$ cat src/rtl/brf_pkg.sv
`timescale 1ns / 1ps
// brf_pkg: shared widths, operation codes, register map and config struct
// for the byte ring FIFO. No dependencies.
package brf_pkg;

  localparam int CAP_W           = 12;
  localparam int DATA_W          = 8;
  localparam int FUNC_W          = 3;
  localparam int DEF_STORE_DEPTH = 4096;
  localparam int CAP_MAX_VAL     = (1 << CAP_W) - 1;

  localparam int PDATA_W   = 32;
  localparam int ADDR_W    = 3;
  localparam int REG_IDX_W = ADDR_W - 2;

  localparam logic [REG_IDX_W-1:0] REG_CAPACITY = '0;

  localparam logic [FUNC_W-1:0] FUNC_WRITE   = 3'd0;
  localparam logic [FUNC_W-1:0] FUNC_READ    = 3'd1;
  localparam logic [FUNC_W-1:0] FUNC_PEEK    = 3'd2;
  localparam logic [FUNC_W-1:0] FUNC_CONSUME = 3'd3;
  localparam logic [FUNC_W-1:0] FUNC_RESET   = 3'd4;

  typedef struct packed {
    logic             flush;
    logic [CAP_W-1:0] capacity;
  } cfg_t;

endpackage

$ cat src/rtl/brf_ctrl.sv
`timescale 1ns / 1ps
// brf_ctrl: operation sequencer; keeps the ring pointers and peak, drives the
// byte store and registers each result. Depends on brf_pkg.
module brf_ctrl import brf_pkg::*; #(
  parameter int STORE_DEPTH = DEF_STORE_DEPTH
) (
  input  logic                           clk,
  input  logic                           rst,
  input  cfg_t                           cfg,
  input  logic                           start,
  input  logic [FUNC_W-1:0]              func,
  input  logic [DATA_W-1:0]              data_in,
  input  logic [CAP_W-1:0]               count,
  output logic                           busy,
  output logic                           res_valid,
  output logic [DATA_W-1:0]              data_out,
  output logic [CAP_W-1:0]               done_res,
  output logic [CAP_W-1:0]               fill_level,
  output logic [CAP_W-1:0]               free_space,
  output logic [CAP_W-1:0]               peak_fill,
  output logic                           mem_we,
  output logic [$clog2(STORE_DEPTH)-1:0] mem_waddr,
  output logic [DATA_W-1:0]              mem_wdata,
  output logic                           mem_re,
  output logic [$clog2(STORE_DEPTH)-1:0] mem_raddr,
  input  logic [DATA_W-1:0]              mem_rdata
);

  localparam int AW = $clog2(STORE_DEPTH);
  localparam int SW = ((AW > CAP_W) ? AW : CAP_W) + 2;

  typedef enum logic [2:0] {
    IDLE  = 3'b001,
    CALC  = 3'b010,
    FETCH = 3'b100
  } state_t;

  state_t state, state_next;

  logic [AW-1:0]     wp, wp_next;
  logic [AW-1:0]     rp, rp_next;
  logic [CAP_W-1:0]  peak, peak_next;
  logic [FUNC_W-1:0] op_func;
  logic [DATA_W-1:0] op_data;
  logic [CAP_W-1:0]  op_count;

  logic              res_valid_next;
  logic [DATA_W-1:0] dout, dout_next;
  logic [CAP_W-1:0]  done_q, fill_q, free_q;

  logic [SW-1:0] wp_e, rp_e, cap_e, len, cnt_e;
  logic [SW-1:0] used, fill_after, done_val, drop;
  logic [SW-1:0] wp_inc, rp_inc, peek_sum, peek_at, drop_sum, drop_at;
  logic          do_fetch;

  assign wp_e  = SW'(wp);
  assign rp_e  = SW'(rp);
  assign cap_e = SW'(cfg.capacity);
  assign len   = cap_e + SW'(1);
  assign cnt_e = SW'(op_count);

  assign used     = (wp_e >= rp_e) ? (wp_e - rp_e) : (wp_e + len - rp_e);
  assign wp_inc   = (wp_e + SW'(1) == len) ? '0 : (wp_e + SW'(1));
  assign rp_inc   = (rp_e + SW'(1) == len) ? '0 : (rp_e + SW'(1));
  assign peek_sum = rp_e + cnt_e;
  assign peek_at  = (peek_sum >= len) ? (peek_sum - len) : peek_sum;
  assign drop     = (cnt_e < used) ? cnt_e : used;
  assign drop_sum = rp_e + drop;
  assign drop_at  = (drop_sum >= len) ? (drop_sum - len) : drop_sum;

  always_comb begin
    state_next     = state;
    wp_next        = wp;
    rp_next        = rp;
    peak_next      = peak;
    mem_we         = 1'b0;
    mem_re         = 1'b0;
    mem_waddr      = wp;
    mem_wdata      = op_data;
    mem_raddr      = rp;
    fill_after     = used;
    done_val       = '0;
    do_fetch       = 1'b0;
    res_valid_next = 1'b0;
    dout_next      = dout;

    unique case (state)
      IDLE: begin
        if (start) begin
          state_next = CALC;
        end
      end
      CALC: begin
        unique case (op_func)
          FUNC_WRITE: begin
            if (used < cap_e) begin
              mem_we     = 1'b1;
              wp_next    = AW'(wp_inc);
              fill_after = used + SW'(1);
              done_val   = SW'(1);
            end
            if (fill_after > SW'(peak)) begin
              peak_next = CAP_W'(fill_after);
            end
          end
          FUNC_READ: begin
            if (used != '0) begin
              mem_re     = 1'b1;
              rp_next    = AW'(rp_inc);
              fill_after = used - SW'(1);
              done_val   = SW'(1);
              do_fetch   = 1'b1;
            end
          end
          FUNC_PEEK: begin
            if (cnt_e < used) begin
              mem_re    = 1'b1;
              mem_raddr = AW'(peek_at);
              done_val  = SW'(1);
              do_fetch  = 1'b1;
            end
          end
          FUNC_CONSUME: begin
            rp_next    = AW'(drop_at);
            fill_after = used - drop;
            done_val   = drop;
          end
          FUNC_RESET: begin
            rp_next    = wp;
            peak_next  = '0;
            fill_after = '0;
          end
          default: begin
          end
        endcase
        state_next     = do_fetch ? FETCH : IDLE;
        res_valid_next = ~do_fetch;
        dout_next      = '0;
      end
      FETCH: begin
        state_next     = IDLE;
        res_valid_next = 1'b1;
        dout_next      = mem_rdata;
      end
      default: begin
        state_next = IDLE;
      end
    endcase
  end

  always_ff @(posedge clk) begin
    if (rst) begin
      state     <= IDLE;
      wp        <= '0;
      rp        <= '0;
      peak      <= '0;
      res_valid <= 1'b0;
    end else begin
      state     <= state_next;
      res_valid <= res_valid_next;
      if (cfg.flush) begin
        wp   <= '0;
        rp   <= '0;
        peak <= '0;
      end else begin
        wp   <= wp_next;
        rp   <= rp_next;
        peak <= peak_next;
      end
    end
  end

  always_ff @(posedge clk) begin
    dout <= dout_next;
    if (state == IDLE && start) begin
      op_func  <= func;
      op_data  <= data_in;
      op_count <= count;
    end
    if (state == CALC) begin
      done_q <= CAP_W'(done_val);
      fill_q <= CAP_W'(fill_after);
      free_q <= CAP_W'(cap_e - fill_after);
    end
  end

  assign busy       = (state != IDLE);
  assign data_out   = dout;
  assign done_res   = done_q;
  assign fill_level = fill_q;
  assign free_space = free_q;
  assign peak_fill  = peak;

endmodule

$ cat config.mk
export PLATFORM = sky130hd
export DESIGN_NAME = brf_ctrl
export DESIGN_NICKNAME = d
export VERILOG_FILES = /design/src/rtl/brf_pkg.sv /design/src/rtl/brf_ctrl.sv
export SDC_FILE = /design/constraint.sdc
export NUM_CORES = 1
export LEC_CHECK = 0
export ABC_AREA = 1
export BUFFER_PORTS_ARGS = -buffer_cell sky130_fd_sc_hd__buf_2
export CAP_MARGIN = 20
export CORE_UTILIZATION = 45
export CTS_CLUSTER_DIAMETER = 40
export DETAILED_ROUTE_END_ITERATION = 7
export PLACE_DENSITY = 0.62
export SYNTH_ARGS = -nofsm -noshare
export SYNTH_HDL_FRONTEND = slang
export SYNTH_SLANG_ARGS = --single-unit
export TNS_END_PERCENT = 1
$ cat constraint.sdc
create_clock -name clk -period 8.1 [get_ports clk]
set_clock_uncertainty 0.1 [all_clocks]
set_input_delay 1.62 -clock clk [delete_from_list [all_inputs] [get_ports clk]]
set_output_delay 1.62 -clock clk [all_outputs]
set_load 0.02 [all_outputs]
# [Word-level counts from Yosys, hierarchy flattened]
# Cells that the tools add are included.
[word_totals] register_bits=107 inputBits=47 output_inout_bits=92 elab_cells=92
[op_classes] n_addsub=14 n_lt_le_gt_ge=6 n_eq_ne=13 mux=36 bitwise=1 n_reduce_logical=10
[op_table] op="two-way mux 12 bit" n=11
[op_table] op="case mux 12 bit (4 select lines)" n=2
[op_table] op="two-way mux 14 bit" n=5
[op_table] op="subtractor 12 bit" n=4
[op_table] op="adder 12 x 1 -> 13 bit (second input constant)" n=3
[op_table] op="case mux 12 bit (3 select lines)" n=1
[op_table] op="equality test 13 bit" n=2
[op_table] op="case mux 12 bit (2 select lines)" n=1
[op_table] op="case mux 8 bit (2 select lines)" n=1
[op_table] op="adder 12 x 13 -> 14 bit" n=1
[op_table] op="adder 12 x 14 -> 14 bit" n=1
[op_table] op="adder 14 x 1 -> 14 bit (second input constant)" n=1
[op_table] op="greater-or-equal comparator 14 x 13 -> 1 bit" n=1
[op_table] op="greater-than comparator 14 x 12 -> 1 bit" n=1
[op_table] op="less-than comparator 12 x 14 -> 1 bit" n=1
[op_table] op="less-than comparator 14 x 12 -> 1 bit" n=1
[op_table] op="nonzero test 14 bit" n=1
[op_table] op="subtractor 14 x 12 -> 14 bit" n=1
[op_table] op="adder 12 x 12 -> 13 bit" n=1
[op_table] op="greater-or-equal comparator 13 bit" n=1
[op_table] op="subtractor 12 x 12 -> 13 bit" n=1
[op_table] op="greater-or-equal comparator 12 bit" n=1
[op_table] op="subtractor 12 x 1 -> 12 bit (second input constant)" n=1
[op_table] op="two-way mux 1 bit" n=10
[op_table] op="other kinds (15)" n=26

# [Logic depth before layout (Yosys ltp)]
[depth] word_depth=11 depth_mapped=60 depth_no_buf=59

# [Worst setup path after synthesis]
# OpenSTA, ideal clock, no wires.
[synth_timing] path_type="input-to-reg" start="input port cfg[0] (netlist bit)" end="register free_q[11] (netlist: free_space[11]) (data pin)" setup_ns=0.252 arrival_time_ns=8.351 required_time_ns=7.748 setup_slack_ns=-0.603 cell_stages=49 path_buffers=1 path_cell_list="ha_1 nand2_1 nor2_1 xor2_1 inv_1 fa_1 inv_1 ha_1 nand2_1 inv_1 nand2_1 nand3_1 xnor2_1 o21ai_4 inv_2 ha_1 a21oi_1 o21a_1 [... 13 more ...] a21oi_1 xor2_1 o21ai_0 inv_1 a31oi_2 inv_2 ha_1 nand2_1 o21ai_0 a21oi_1 o21bai_1 nand2_1 nand2_1 a21oi_1 xor2_1 inv_1 nand3_1 nand2_1"
[synth_via] elab_chain_len=11 word_cells_on_any_way=18 classes_between="add/sub: 7; order compare: 2; mux: 8; reduce/logical: 1"
[synth_lines] element="start, declared" line="brf_ctrl.sv:9" text="input cfg_t cfg,"
[synth_lines] element="parallel branches: the longest is 9 deep, another holds adder 12 x 13 -> 14 bit"
[synth_lines] element="two-way mux 12 bit (*)" line="brf_ctrl.sv:87" text="unique case (state)"
[synth_lines] element="named net fill_after[5]" line="brf_ctrl.sv:52" text="logic [SW-1:0] used, fill_after, done_val, drop;"
[synth_lines] element="subtractor 12 bit (*)" line="brf_ctrl.sv:183" text="free_q <= CAP_W'(cap_e - fill_after);"
[synth_lines] element="end signal, assigned" line="brf_ctrl.sv:183"
[synth_lines] element="end, declared" line="brf_ctrl.sv:49" text="logic [CAP_W-1:0] done_q, fill_q, free_q;"
# Mark *: on every way through the listed nets, which the timed path passes. The select of a mux whose other input is x is not followed.
# A chain may end at the register's enable or synchronous reset.

# [Worst setup path after layout]
[layout_timing] start="input port cfg[1] (netlist bit)" end="register free_q[11] (netlist: free_space[11]) (data pin)"
# The elaborated chain is that of the path after synthesis.

==> flow_metrics.tcl <==
set metrics [dict create \
    fp-row-count 60 \
    synthesis.area_sq_um 12400 \
    rsz0062_at_grt "yes" \
    fp.dieArea_sq_um 28200 \
    multiInputGateArea_sq_um 8650 \
    synth_cell_types 63 \
    fin_nets 2377 \
    synth.area.top_cells "edfxtp_1, ha_1, nand2_1, inv_1, dfxtp_1" \
    p_per_area_nw_per_um2 132 \
    synthCells 1788 \
    synth-seq-cells 107 \
    yosysTopAreaCell "edfxtp_1" \
    ys.flop_type "edfxtp_1" \
    final-setup-viol-count 3 \
    numClockSinks 107 \
    leakage_nw 8.38 \
    final_antenna_net_count 0 \
    grt_pass1_wl_um 69000 \
    fin_ws_ps -132 \
    drcViolationCount 0 \
    drtIter0Drc 1144 \
    root_buffer "clkbuf_16" \
    die_h_um 168 \
    avgSynthCellArea_sq_um 6.92 \
    peakVddDrop_uv 88.8 \
    cpMostUsedCell "nand2_1" \
    slew_headroom_pct 41.6 \
    fin_util_pct 59.9 \
    area_growth_pct 30.6 \
    final.period_utilization_pct 102 \
    worstPathMaxFanout 7 \
    final_cell_area_sq_um 16200 \
    routabilityCongestion 1.00 \
    critPathKind "input pin to flip-flop" \
    postSynth.asyncResetShare_pct 0 \
    portBuffers 138 \
    netlist.area_leader.share_pct 16.3 \
    worstMarginPinSlew_ps 873 \
    start_kind "input pin" \
    first_pass_iters 8 \
    status "finished, violations left" \
    worst_path_max_delay_cell "fa_1" \
    ys_warn_count 0 \
    syn_nets 1989 \
    hold_buffers 0 \
    die_x_um 168 \
    wirelength_um 44600 \
    clk_path_buf_depth 2 \
    mostFrequentLayoutCell "nand2_1" \
    synth_edf_count 67 \
    slew_violations 0 \
    num_io_pins 139 \
    wl_per_cell_um 17.7 \
    grt.total_usage_pct 31.7 \
    via_per_inst 5.32 \
    slowest_delay_ps 480 \
    dpl_cell_area_sq_um 15200 \
    diodes 0 \
    final_cell_mix "nand2_1, inv_1, buf_4, nor2_1, buf_2" \
    htree_num_levels 3 \
    required_ps 8130 \
    clock_latency_ps 380 \
    grt_overflow 0 \
    grt_max_degree 39 \
    vias 13400 \
    core_area_sq_um 27000 \
    seq_area_sq_um 2810 \
    dp_hpwl_um 36100 \
    cts_tree "done" \
    clk_pin_slew_ps 90 \
    worst_setup_path_end_kind "flip-flop" \
    violations "setup timing" \
    yosysSeqAreaShare_pct 22.7 \
    fmax_mhz 121 \
    cts_made_buffers 9 \
    fillers 2617 \
    antenna_found_initial 0 \
    grt_pass1_vias 12600 \
    drive_gt1_share_pct 27.6 \
    drv_cap 0 \
    hp-class "flip-flop to flip-flop" \
    crit_arrival_ps 8270 \
    hold_violations 0 \
    initial_core_util_pct 45.9 \
    finalCriticalPeriod_ps 8230 \
]
## what timing repair did
item | 4_1_cts | 5_1_grt
gates resized for setup | 73 | 26
setup endpoints to repair | 16 | 28
buffers inserted | 18 | 4
pin swaps | 47 | 17
gates cloned | 0 | 0
## synthesized netlist by cell type (3+ instances only)
library cell and instances:
a31oi_1 17, nand4_1 18, o211ai_1 8, or2_2 6
fa_1 19, nand3_2 5, o21a_1 3, nand2_4 8
nand2_2 18, nor2_4 8, nor3_1 21, o21ai_2 6
nand3_1 95, nand2_1 377, o21bai_1 15, buf_2 3
inv_4 3, o21ai_1 27, inv_2 28, o21ai_0 91
edfxtp_1 67, xor2_1 70, nor2_2 7, dfxtp_1 40
xnor2_1 22, a21o_1 4, ha_1 135, nor2_1 164
buf_6 5, a22oi_1 19, a21oi_1 119, a211oi_1 6
inv_1 299, nand3b_1 4, clkbuf_1 14, o21ai_4 3
## sequential cells by signal, summed over array words and instances, names as in the netlist
| signal | count |
|---|---|
| data_out | 8 |
| done_res | 12 |
| fill_level | 12 |
| free_space | 12 |
| mem_waddr | 12 |
| mem_wdata | 8 |
| op_count | 12 |
| op_func | 3 |
| peak_fill | 12 |
| res_valid | 1 |
| rp | 12 |
| state | 3 |
## layer usage
layer	GRT usage, %	vias to the layer above	routed length [um]
li1	-	6625	-
met1	44.7	6160	20500
met5	0	-	0
met4	9.17	0	1200
met2	50.1	543	19400
met3	4.72	89	3450
## where the power goes
part / internal [mW] / switching (mW) / total, mW
clock: 0.227 / 0.245 / 0.472
sequential: 0.601 / 0.0144 / 0.616
combinational: 0.459 / 0.592 / 1.05
total: 1.29 / 0.851 / 2.14
## area by class of cell
class	instances	area share, %
tap	341	2.64
inverter	332	7.76
clock inverter	6	0.418
clock buffer	10	1.48
multi-input combinational	1325	53.6
timing repair buffer	401	16.7
sequential	107	17.4
## worst paths after layout
| path | startpoint | end | slack [ps] | cells past startpoint |
|---|---|---|---|---|
| hold reg to reg | peak_fill[1] | peak_fill[1] | 390 | 2 |
| setup / recovery | cfg[1] | free_space[11] | -130 | 55 |
| setup reg to reg | rp[10] | free_space[11] | 930 | 47 |
| hold / removal | peak_fill[1] | peak_fill[1] | 390 | 2 |
## per-stage QoR
step / total power [mW] / instances / setup WS [ps] / hold slack [ps] / setup TNS, ps
CTS: 2.11 / 2517 / -24.4 / 394 / -99.4
global placement: 1.57 / 2483 / -847 / 379 / -8360
global route: 2.27 / 2522 / -540 / 413 / -6440
floorplan: 1.21 / 1788 / -27.8 / 428 / -48.3
detailed placement: 1.58 / 2483 / -867 / 381 / -9530
finish: 2.14 / 2522 / -132 / 394 / -175
## kinds of logic (layout without fill, tap and decap cells)
group | Yosys count | in the layout | synth area share [%]
flops | 107 | 107 | 22.7
fa+ha+maj | 154 | 154 | 16.7
simple gates | 741 | 741 | 26.5
xor+xnor | 93 | 93 | 6.65
buf+inv | 356 | 749 | 11.2
compound gates | 337 | 337 | 16.1
## worst max-delay path: cells and delay by family
family,cells,cell delay (ps)
AO/OA/AOI/OAI,12,1610
XOR/XNOR,4,530
adder cells (fa/ha/maj),5,1460
buffers and inverters,15,1430
AND/OR/NAND/NOR,19,1570
(Power assumes the default switching activity.)
