[src/rtl/brf_pkg.sv]
`timescale 1ns / 1ps
// brf_pkg: shared widths, operation codes, register map and config struct
// for the byte ring FIFO. No dependencies.
package brf_pkg;

  localparam int CAP_W           = 12;
  localparam int DATA_W          = 8;
  localparam int FUNC_W          = 3;
  localparam int DEF_STORE_DEPTH = 4096;
  localparam int CAP_MAX_VAL     = (1 << CAP_W) - 1;

  localparam int PDATA_W   = 32;
  localparam int ADDR_W    = 3;
  localparam int REG_IDX_W = ADDR_W - 2;

  localparam logic [REG_IDX_W-1:0] REG_CAPACITY = '0;

  localparam logic [FUNC_W-1:0] FUNC_WRITE   = 3'd0;
  localparam logic [FUNC_W-1:0] FUNC_READ    = 3'd1;
  localparam logic [FUNC_W-1:0] FUNC_PEEK    = 3'd2;
  localparam logic [FUNC_W-1:0] FUNC_CONSUME = 3'd3;
  localparam logic [FUNC_W-1:0] FUNC_RESET   = 3'd4;

  typedef struct packed {
    logic             flush;
    logic [CAP_W-1:0] capacity;
  } cfg_t;

endpackage

[src/rtl/brf_cfg.sv]
`timescale 1ns / 1ps
// brf_cfg: APB-style register port holding the clamped capacity and
// signalling a flush on each capacity write. Depends on brf_pkg.
module brf_cfg import brf_pkg::*; #(
  parameter int STORE_DEPTH = DEF_STORE_DEPTH
) (
  input  logic               clk,
  input  logic               rst,
  input  logic               psel,
  input  logic               penable,
  input  logic               pwrite,
  input  logic [ADDR_W-1:0]  paddr,
  input  logic [PDATA_W-1:0] pwdata,
  output logic [PDATA_W-1:0] prdata,
  output logic               pready,
  output cfg_t               cfg
);

  localparam logic [CAP_W-1:0] MAX_CAP =
    (STORE_DEPTH - 1 > CAP_MAX_VAL) ? CAP_W'(CAP_MAX_VAL) : CAP_W'(STORE_DEPTH - 1);

  logic             sel_cap;
  logic             wr;
  logic [CAP_W-1:0] raw;
  logic [CAP_W-1:0] clamped;
  logic [CAP_W-1:0] capacity;

  assign sel_cap = (paddr[ADDR_W-1:2] == REG_CAPACITY);
  assign wr      = psel & penable & pwrite & sel_cap;
  assign raw     = pwdata[CAP_W-1:0];

  always_comb begin
    priority if (raw == '0) begin
      clamped = CAP_W'(1);
    end else if (raw > MAX_CAP) begin
      clamped = MAX_CAP;
    end else begin
      clamped = raw;
    end
  end

  always_ff @(posedge clk) begin
    if (rst) begin
      capacity <= MAX_CAP;
    end else if (wr) begin
      capacity <= clamped;
    end
  end

  assign pready       = 1'b1;
  assign prdata       = sel_cap ? PDATA_W'(capacity) : '0;
  assign cfg.flush    = wr;
  assign cfg.capacity = capacity;

endmodule

[config.mk]
export PLATFORM = sky130hd
export DESIGN_NAME = brf_cfg
export DESIGN_NICKNAME = d
export VERILOG_FILES = /design/src/rtl/brf_pkg.sv /design/src/rtl/brf_cfg.sv
export SDC_FILE = /design/constraint.sdc
export NUM_CORES = 1
export LEC_CHECK = 0
export ABC_AREA = 1
export BUFFER_PORTS_ARGS = -buffer_cell sky130_fd_sc_hd__buf_2
export CAP_MARGIN = 10
export CORE_ASPECT_RATIO = 1.2
export CORE_MARGIN = 2
export CORE_UTILIZATION = 33
export DETAILED_ROUTE_END_ITERATION = 7
export PLACE_DENSITY = 0.81
export SKIP_CTS_REPAIR_TIMING = 1
export SLEW_MARGIN = 20
export SYNTH_ARGS = -nofsm -noshare
export SYNTH_HDL_FRONTEND = slang
export SYNTH_SLANG_ARGS = --single-unit
[constraint.sdc]
create_clock -name clk -period 0.95 [get_ports clk]
set_clock_uncertainty 0.05 [all_clocks]
set_input_delay 0.1425 -clock clk [delete_from_list [all_inputs] [get_ports clk]]
set_output_delay 0.1425 -clock clk [all_outputs]
set_load 0.03 [all_outputs]
# Word-level counts from Yosys, hierarchy flattened
# Cells that the tools add are included.
[word_totals]
register_bits = 12
latchBits = 0
mem_bits_rw = 0
rom_bits = 0
n_memories = 0
[op_classes]
n_addsub = 0
multipliers = 0
div = 0
magnitude_cmp = 1
n_eq_ne = 0
shifts = 0
n_mux = 3
bitwise_logic = 4
reduce_logical = 1
[ops]
columns = ["op", "count"]
rows = [
  ["2-to-1 mux 12 bit", 3],
  ["greater-than comparator 12 bit (second input constant)", 1],
  ["zero test 12 bit", 1],
  ["bitwise AND 1 bit", 3],
  ["inverter 1 bit", 1],
]

# Longest topological paths before layout
# Gate-level depths: netlist (run 1).
[depth]
word_depth = 3
depth_mapped = 7

# Least setup slack after synthesis (run 1)
# Ideal clock, no wire load.
[synth_path]
path_type = "register -> output"
startpoint = "reg capacity[10]"
endpoint = "out prdata[10]"
arrival_time_ps = 978
path_slack_ps = -220
stages_incl_launch_ff = 3
path_cell_list = "dfxtp_1 > inv_1 > nor2_1"
[synth_between]
elab_chain_len = 1
[synth_rtl]
columns = ["element", "line_no", "rtl"]
rows = [
  ["start: declaration", "brf_cfg.sv:26", "logic [CAP_W-1:0] capacity;"],
  ["start signal: assignment", "brf_cfg.sv:46", "capacity <= clamped;"],
  ["2-to-1 mux 12 bit", "brf_cfg.sv:51", "assign prdata = sel_cap ? PDATA_W'(capacity) : '0;"],
  ["end: declaration", "brf_cfg.sv:14", "output logic [PDATA_W-1:0] prdata,"],
]
# No other way between the ends.

# Final worst setup path (run 1)
[layout_path]
startpoint = "reg capacity[9]"
endpoint = "out prdata[9]"
# The elaborated chain is that of the path after synthesis.

==> impl_results.md, run 1 <==
- Status: finished, violations left
- Failing checks: negative setup slack
- CP endpoint kind: primary output
- Crit path time final: 1070 ps
- F_max: 938 MHz
- Final-layout fill cell count: 227
- Clk root buf: clkbuf_4
- DRT iter0 DRCs: 3
- Most Crowded Layer GR: met2
- Cell count after synthesis: 117
- Drt wl/cell: 9.69 microns
- CTS tree: yes
- Pwr dens: 1200 nW/um^2
- Worst flop-to-flop path endpoint: capacity[9]
- Synth warn: 0
- Setup violators final: 22
- Reg2reg start: capacity[9]
- Die ar.: 2670 sq um
- Max FFs per register: 12
- Critical Path AT: 870 ps
- Die Y: 56.3 microns
- Setup WS post-layout: -116 ps
- CP Launch Type: register
- Post-Layout Cell Count: 196
- Max clock buf depth: 2
- N_diodes: 0
- Max Cap Viol: 0
- Flops & latches, synth: 12
- Final WL: 1900 microns
- WHS: 34.8 ps
- Top reg by flops: capacity
- Row Count: 18
- Crit share post-route: 112%
- I/O pin count: 86
- Register area share after synthesis: 32.0%
- Yosys cell types: 16
- Crit Path Max Fanout: 3
- Initial Util: 35.5%
- Static power due to leakage: 0.686 nW
- Synthesis-to-layout area growth: 63.7%
- Gr ovfl total: 0
- Met3 Track Usage GR: 2.25%
- Post-layout util: 58.0%
- Routed vias: 793
- Syn Std Cell Area: 751 sq um
- Hold_sp: pwdata[5]
- Dpl hpwl: 1440 microns
- CP Class: register to primary output
- CTS buffer count: 3
- Largest net degree at the start of global routing: 12
- Final hold violations: 0
- Max Slew Vio Count: 0
- Hold-critical path depth: 3
- First-pass GRT wire length: 2570 microns
- Drt pass-1 iters: 4
- Reg clk slew, reported paths: 80 ps
- Share of cells above drive strength 1: 57.2%
- Antenna-violating nets left: 0
- Met2 GRT Util: 21.8%
- Core area: 2120 sq um
- Clock sinks: 12
- Syn Area/Cell: 6.42 sq um
- Hold Path Class: input port to register
- Met1 Usage GRT: 15.9%
- RSZ-0062 raised after global routing: true
- Gpl congestion: 0.701
- R2r setup slk: 180 ps
- Avg Vias per Cell: 4.05
- Port buffer count: 42
- Final #Nets: 207
- Worst endpoint required time: 760 ps
- Drt drc: 0
- Global Route Usage Sum: 12.6%
- Die W: 47.5 microns
- Vias in the first global route: 616
- WHS Endpoint: capacity[5]
- Worst skew pair latency: 260 ps
- Worst vdd ir: 0.000583 V
- Initial antenna violation count: 0
- H-tree depth: 1
- Biggest regs: capacity: 12 flops
- R2R cell count: 3
- Dpl cells: 188
[through the flow]
step	worst slack (ps)	instance area [sq um]	TNS (ps)	total power, W
after global placement	-50.9	1040	-448	0.000999
after CTS	-183	1080	-2750	0.00141
after floorplan	13.9	928	0	0.000952
final	-116	1230	-1440	0.00147
after global routing	-168	1230	-2410	0.00155
after detailed placement	-95.4	1040	-975	0.00101
[worst max-delay path, cell delays in order, from the launching register on]
cell and delay (ps):
dfxtp_2 360, inv_2 50, nor2_4 70, buf_6 130
[metal layers]
metal	vias up	part of all wire, %	wire length, microns
li1	401	-	-
met1	355	36	685
met2	37	56	1070
met3	0	7.7	146
met4	0	0	0
met5	-	0	0
[kinds of logic (layout without fill, tap and decap cells)]
kind of cell	Yosys count	in the layout	share of synthesized area [%]
AND/OR/NAND/NOR	58	58	31.8
buffers and inverters	42	72	33.2
flip-flops	12	12	32.0
AO/OA/AOI/OAI	3	3	2.00
other	2	21	1.00
[Yosys cell counts]
library cell | instances | area, sq um
a21oi_1 | 2 | 10.0
buf_2 | 1 | 5.00
buf_4 | 22 | 165
buf_6 | 1 | 11.3
clkbuf_1 | 1 | 3.75
clkinv_1 | 1 | 3.75
conb_1 | 2 | 7.51
dfxtp_1 | 12 | 240
inv_1 | 15 | 56.3
inv_2 | 1 | 3.75
nand2_1 | 27 | 101
nand3_1 | 10 | 50.1
nand3_2 | 1 | 10.0
nor2_1 | 19 | 71.3
o21ai_1 | 1 | 5.00
or2_2 | 1 | 6.26
[worst max path at each step]
stage,cells after the start,slack (ps),to,startpoint
after floorplan,2,10,prdata[10],paddr[2]
after global routing,3,-170,prdata[11],capacity[11]
after global placement,5,-50,cfg[12],paddr[2]
after detailed placement,6,-100,capacity[9],paddr[2]
after CTS,3,-180,prdata[2],capacity[2]
final,3,-120,prdata[9],capacity[9]
[placed cells by master (no fill, tap or decap)]
master	instances
nand2_1	27
conb_1	21
buf_2	18
buf_4	16
buf_6	16
inv_2	13
nor2_4	12
dfxtp_2	12
nand3_1	10
nor2_1	6
inv_1	3
clkbuf_4	3
a21oi_1	2
nor2_2	1
nand3_2	1
clkinv_1	1
o21ai_1	1
or2_2	1
clkbuf_8	1
buf_12	1
[final cells by class]
cell class | count | area [sq um] | area share (%)
Inverter | 17 | 63.8 | 5.19
Sequential cell | 12 | 255 | 20.8
Tap cell | 30 | 37.5 | 3.05
Timing Repair Buffer | 51 | 410 | 33.4
Multi-Input combinational cell | 82 | 425 | 34.6
Clock buffer | 4 | 36.3 | 2.95
[report_power, final]
part | switching, W | leakage [nW] | internal (W) | total (W)
clock | 0.000167 | 0.0210 | 0.000232 | 0.000399
combinational | 0.000344 | 0.573 | 0.000184 | 0.000529
sequential | 0.0000176 | 0.0926 | 0.000525 | 0.000542
total | 0.000529 | 0.686 | 0.000941 | 0.00147
Power figures use the tool's default switching activity.
==> inputs of run 2 (changes only) <==
- CORE_UTILIZATION: 33 -> 35
- PLACE_DENSITY: 0.81 -> 0.85
- clock period: 0.95 -> 1.4 ns (I/O delays scaled with it)
==> run 2 against run 1 <==
Effect of this change: the run now ends clean; core utilization down 13 points; worst hold slack improved by 68 ps; sequential share of layout area is 5.1 points higher; final cell count is 3.6% lower; sequential cell count did not move; combinational power decreased by 49%; die area shrank 5.3%; clock power down 49%; global-route usage rose by 0.42 points; count of clock-buffer cells in the layout down 1; setup slack improved by 320 ps; register-to-register slack improved by 550 ps; critical path type unchanged.
==> impl_results.md, run 2 (synthesized netlist as in run 1, its figures left out) <==
- Status: completed
- Port buffer count: 42
- Row Count: 18
- Worst endpoint required time: 1140 ps
- Crit share post-route: 85.4%
- R2r setup slk: 730 ps
- Die W: 46.3 microns
- Final #Nets: 201
- Crit path time final: 1200 ps
- Synthesis-to-layout area growth: 23.8%
- Global Route Usage Sum: 13.0%
- Die Y: 54.7 microns
- Most Crowded Layer GR: met2
- Gate power share: 32.4%
- I/O pin count: 86
- Final WL: 1540 microns
- Setup violators final: 0
- Drt wl/cell: 8.15 microns
- Post-Layout Cell Count: 189
- Worst vdd ir: 0.000421 V
- Reg2reg start: capacity[0]
- Worst path cell trace: inv_1 > nor2_1 > buf_2
- DRT iter0 DRCs: 7
- Biggest regs: capacity: 12 flops
- Share of cells above drive strength 1: 32.1%
- Max clock buf depth: 2
- Gpl congestion: 0.650
- Initial Util: 36.6%
- Vias in the first global route: 532
- Core area: 2050 sq um
- Max FFs per register: 12
- Slowest Stage Delay on Critical Path: 350 ps
- Hold-critical path depth: 3
- Hold Path Class: input port to register
- Total power: 0.000836 W
- Gr ovfl total: 0
- Clock sinks: 12
- R2R cell count: 2
- Sw Pwr: 0.000318 W
- Reg power frac: 43.3%
- Pwr dens: 899 nW/um^2
- Met3 Track Usage GR: 3.30%
- CTS buffer count: 3
- Static power due to leakage: 0.616 nW
- CTS tree: yes
- N_diodes: 0
- RSZ-0062 raised after global routing: false
- Clock share of power: 24.3%
- Worst skew pair latency: 270 ps
- Critical Path AT: 940 ps
- Dpl hpwl: 1220 microns
- CP endpoint kind: primary output
- F_max: 837 MHz
- Clk root buf: clkbuf_4
- Max Slew Vio Count: 0
- Commonest non-fill, non-tap cell in the layout: buf_2
- Largest net degree at the start of global routing: 13
- CP Class: register to primary output
- Fin Setup TNS: 0 ps
- Worst flop-to-flop path endpoint: capacity[0]
- H-tree depth: 1
- Most frequent cells in the layout: buf_2 (42), nand2_1 (27), conb_1 (21)
- Initial antenna violation count: 0
- Avg Vias per Cell: 3.81
- Max Cap Viol: 0
- Sw Share: 38.0%
- Antenna-violating nets left: 0
- Reg clk slew, reported paths: 70 ps
- Drt drc: 0
- Top reg by flops: capacity
- Crit Path Max Fanout: 3
- Dpl cells: 186
- Met1 Usage GRT: 14.8%
- First-pass GRT wire length: 2250 microns
- Final hold violations: 0
- Die ar.: 2530 sq um
- Slowest-stage cell, CP: dfxtp_1
- Routed vias: 721
- WHS Endpoint: capacity[6]
- Cell-internal power: 0.000518 W
- Hold_sp: pwdata[6]
- Met2 GRT Util: 21.1%
- Final-layout fill cell count: 229
- CP Launch Type: register
- Drt pass-1 iters: 3
[run 2: per-stage QoR]
stage | worst slack (ps) | instance area (sq um) | util [%] | hold WS, ps
finish | 205 | 930 | 45.4 | 102
global route | 118 | 930 | 45.4 | 105
CTS | 182 | 930 | 45.4 | 95.6
detailed placement | 227 | 907 | 44.3 | 378
global placement | 247 | 907 | 44.3 | 374
floorplan | 162 | 822 | - | 255
[run 2: layout make-up]
cell class / count / area, sq um / share of cell area, %
multi-input cells: 82 / 333 / 35.8
clock buffers: 3 / 22.5 / 2.42
repair buffers: 45 / 233 / 25.0
flip-flops and latches: 12 / 240 / 25.8
well taps: 30 / 37.5 / 4.04
inverters: 17 / 63.8 / 6.86
[run 2: worst max-delay path: cells and delay by family (launching register included)]
family | cells | cell delay, ps
DFF | 1 | 350
buffers and inverters | 2 | 250
and+or+nand+nor | 1 | 80
[run 2: layer usage]
layer / vias to the layer above / part of all wire [%]
li1: 388 / -
met1: 291 / 43
met2: 38 / 46
met3: 4 / 9.1
met4: 0 / 1.8
met5: - / 0
[run 2: worst max-delay path by stage]
stage	depth (start not counted)	end	from
6_report	3	prdata[0]	capacity[0]
2_1_floorplan	2	prdata[10]	capacity[10]
3_3_place_gp	5	cfg[12]	paddr[2]
4_1_cts	3	prdata[3]	capacity[3]
5_1_grt	3	prdata[3]	capacity[3]
3_5_place_dp	5	cfg[12]	paddr[2]
[run 2: power groups by stage]
stage	Sequential [W]	Combinational [W]	Clock, W
after floorplan	0.000394	0.000220	0
after global placement	0.000370	0.000270	0
after detailed placement	0.000370	0.000272	0
after CTS	0.000362	0.000273	0.000216
after global routing	0.000364	0.000295	0.000227
final	0.000362	0.000271	0.000203
==> inputs of run 3 (changes only) <==
- SETUP_SLACK_MARGIN: unset -> 0.4
==> run 3 against run 2 <==
Effect of this change: critical path depth unchanged; register-to-register slack got worse by 20 ps; worst hold slack got worse by 4.0 ps; sequential power increased by 2%; core utilization is 14 points higher; clock power is 2% higher; final area increased by 31%; critical path type unchanged; critical endpoint is now prdata[9]; largest power group unchanged.
==> impl_results.md, run 3 (synthesized netlist as in run 1, its figures left out) <==
- Core area: 2050 sq um
- Gpl congestion: 0.682
- Final-layout fill cell count: 201
- Worst skew pair latency: 260 ps
- CTS buffer count: 3
- WP depth: 3
- Drt pass-1 iters: 6
- Final hold violations: 0
- Gr ovfl total: 0
- R2R cell count: 2
- Initial Util: 36.6%
- Worst flop-to-flop path endpoint: capacity[1]
- CP endpoint kind: primary output
- R2r setup slk: 710 ps
- Total power: 0.000937 W
- Avg Vias per Cell: 3.90
- Crit Path Max Fanout: 3
- Port buffer count: 42
- CP delay by family, top: flip-flops
- Clock sinks: 12
- Slowest-stage cell, CP: dfxtp_2
- Row Count: 18
- Post-layout util: 59.4%
- CP Class: register to primary output
- Reg power frac: 39.3%
- Slowest Stage Delay on Critical Path: 340 ps
- Max FFs per register: 12
- Final #Nets: 203
- Die Y: 54.7 microns
- Sw Pwr: 0.000355 W
- Top reg by flops: capacity
- Most frequent cells in the layout: nand2_1 (27), conb_1 (21), buf_6 (20)
- Setup violators final: 0
- Fin Setup TNS: 0 ps
- Sw Share: 37.9%
- Clock share of power: 22.1%
- Share of cells above drive strength 1: 56.5%
- Antenna-violating nets left: 0
- Vias in the first global route: 637
- Max Cap Viol: 0
- I/O pin count: 86
- Dpl hpwl: 1350 microns
- F_max: 883 MHz
- CP Launch Type: register
- Critical Path AT: 870 ps
- Largest net degree at the start of global routing: 13
- CP Buf/Inv Count: 2
- WHS Endpoint: capacity[5]
- Drt drc: 0
- Gate power share: 38.6%
- Max Slew Vio Count: 0
- RSZ-0062 raised after global routing: true
- Hold-critical path depth: 3
- Hold_sp: pwdata[5]
- Biggest regs: capacity: 12 flops
- Clk root buf: clkbuf_4
- Status: completed
- DRT iter0 DRCs: 5
- Initial antenna violation count: 0
- First-pass GRT wire length: 2570 microns
- CTS tree: yes
- Reg clk slew, reported paths: 70 ps
- Drt wl/cell: 9.24 microns
- H-tree depth: 1
- Global Route Usage Sum: 14.2%
- Crit share post-route: 80.9%
- Routed vias: 745
- Commonest non-fill, non-tap cell in the layout: nand2_1
- Worst vdd ir: 0.000338 V
- Cell-internal power: 0.000582 W
- Reg2reg start: capacity[1]
- Placed Instance Area: 1020 sq um
- Synthesis-to-layout area growth: 62.2%
- Hold Path Class: input port to register
- Worst endpoint required time: 1140 ps
- Die W: 46.3 microns
- WHS: 98.5 ps
- Die ar.: 2530 sq um
- Final Cell Area: 1220 sq um
- Crit path time final: 1130 ps
- Worst path cell trace: inv_2 > nor2_4 > buf_6
- Max clock buf depth: 2
- Final WL: 1770 microns
- Static power due to leakage: 0.669 nW
- Pwr dens: 770 nW/um^2
- N_diodes: 0
==> run 3: cell count changes in the layout (fill, tap and decap cells not counted), sizes merged <==
cell | previous run | this run
buf | 45 | 46
clkbuf | 3 | 4
==> run 3: area by class of cell <==
type	instances	area (sq um)	area share [%]
multi-input combinational	82	438	36.0
timing repair buffer	47	395	32.5
sequential	12	255	21.0
inverter	17	68.8	5.65
tap	30	37.5	3.08
clock buffer	3	22.5	1.85
==> run 3: worst max-delay path by stage <==
stage,from,to,slack [ps]
floorplan,psel,cfg[12],400
global placement,paddr[2],prdata[0],240
detailed placement,paddr[2],prdata[8],230
CTS,capacity[2],prdata[2],190
global route,capacity[2],prdata[2],220
finish,capacity[9],prdata[9],270
==> run 3: worst reg2reg max path, stage by stage (launching register included) <==
cell and delay, ps:
dfxtp_2 340, a21oi_1 130, o21ai_1 70
==> run 3: power groups by stage <==
stage / logic (W) / clock network, W / registers [W]
floorplan: 0.000252 / 0 / 0.000397
global placement: 0.000303 / 0 / 0.000372
detailed placement: 0.000306 / 0 / 0.000373
CTS: 0.000307 / 0.000213 / 0.000364
global route: 0.000386 / 0.000234 / 0.000370
finish: 0.000362 / 0.000207 / 0.000368
==> run 3: per-layer routing <==
layer  share of wire [%]  wire (microns)  global-route usage, %  vias to the layer above
met4                 1.2              22                   7.14                        0
met2                  51             894                   23.6                       45
li1                    -               -                      -                      390
met1                  39             686                   16.7                      306
met3                 9.2             162                   3.63                        4
met5                   0               0                      0                        -
==> run 3: metrics by stage <==
stage               setup slack, ps  std cells
floorplan                       400        136
global placement                237        186
detailed placement              230        186
CTS                             187        189
global route                    222        191
finish                          268        191
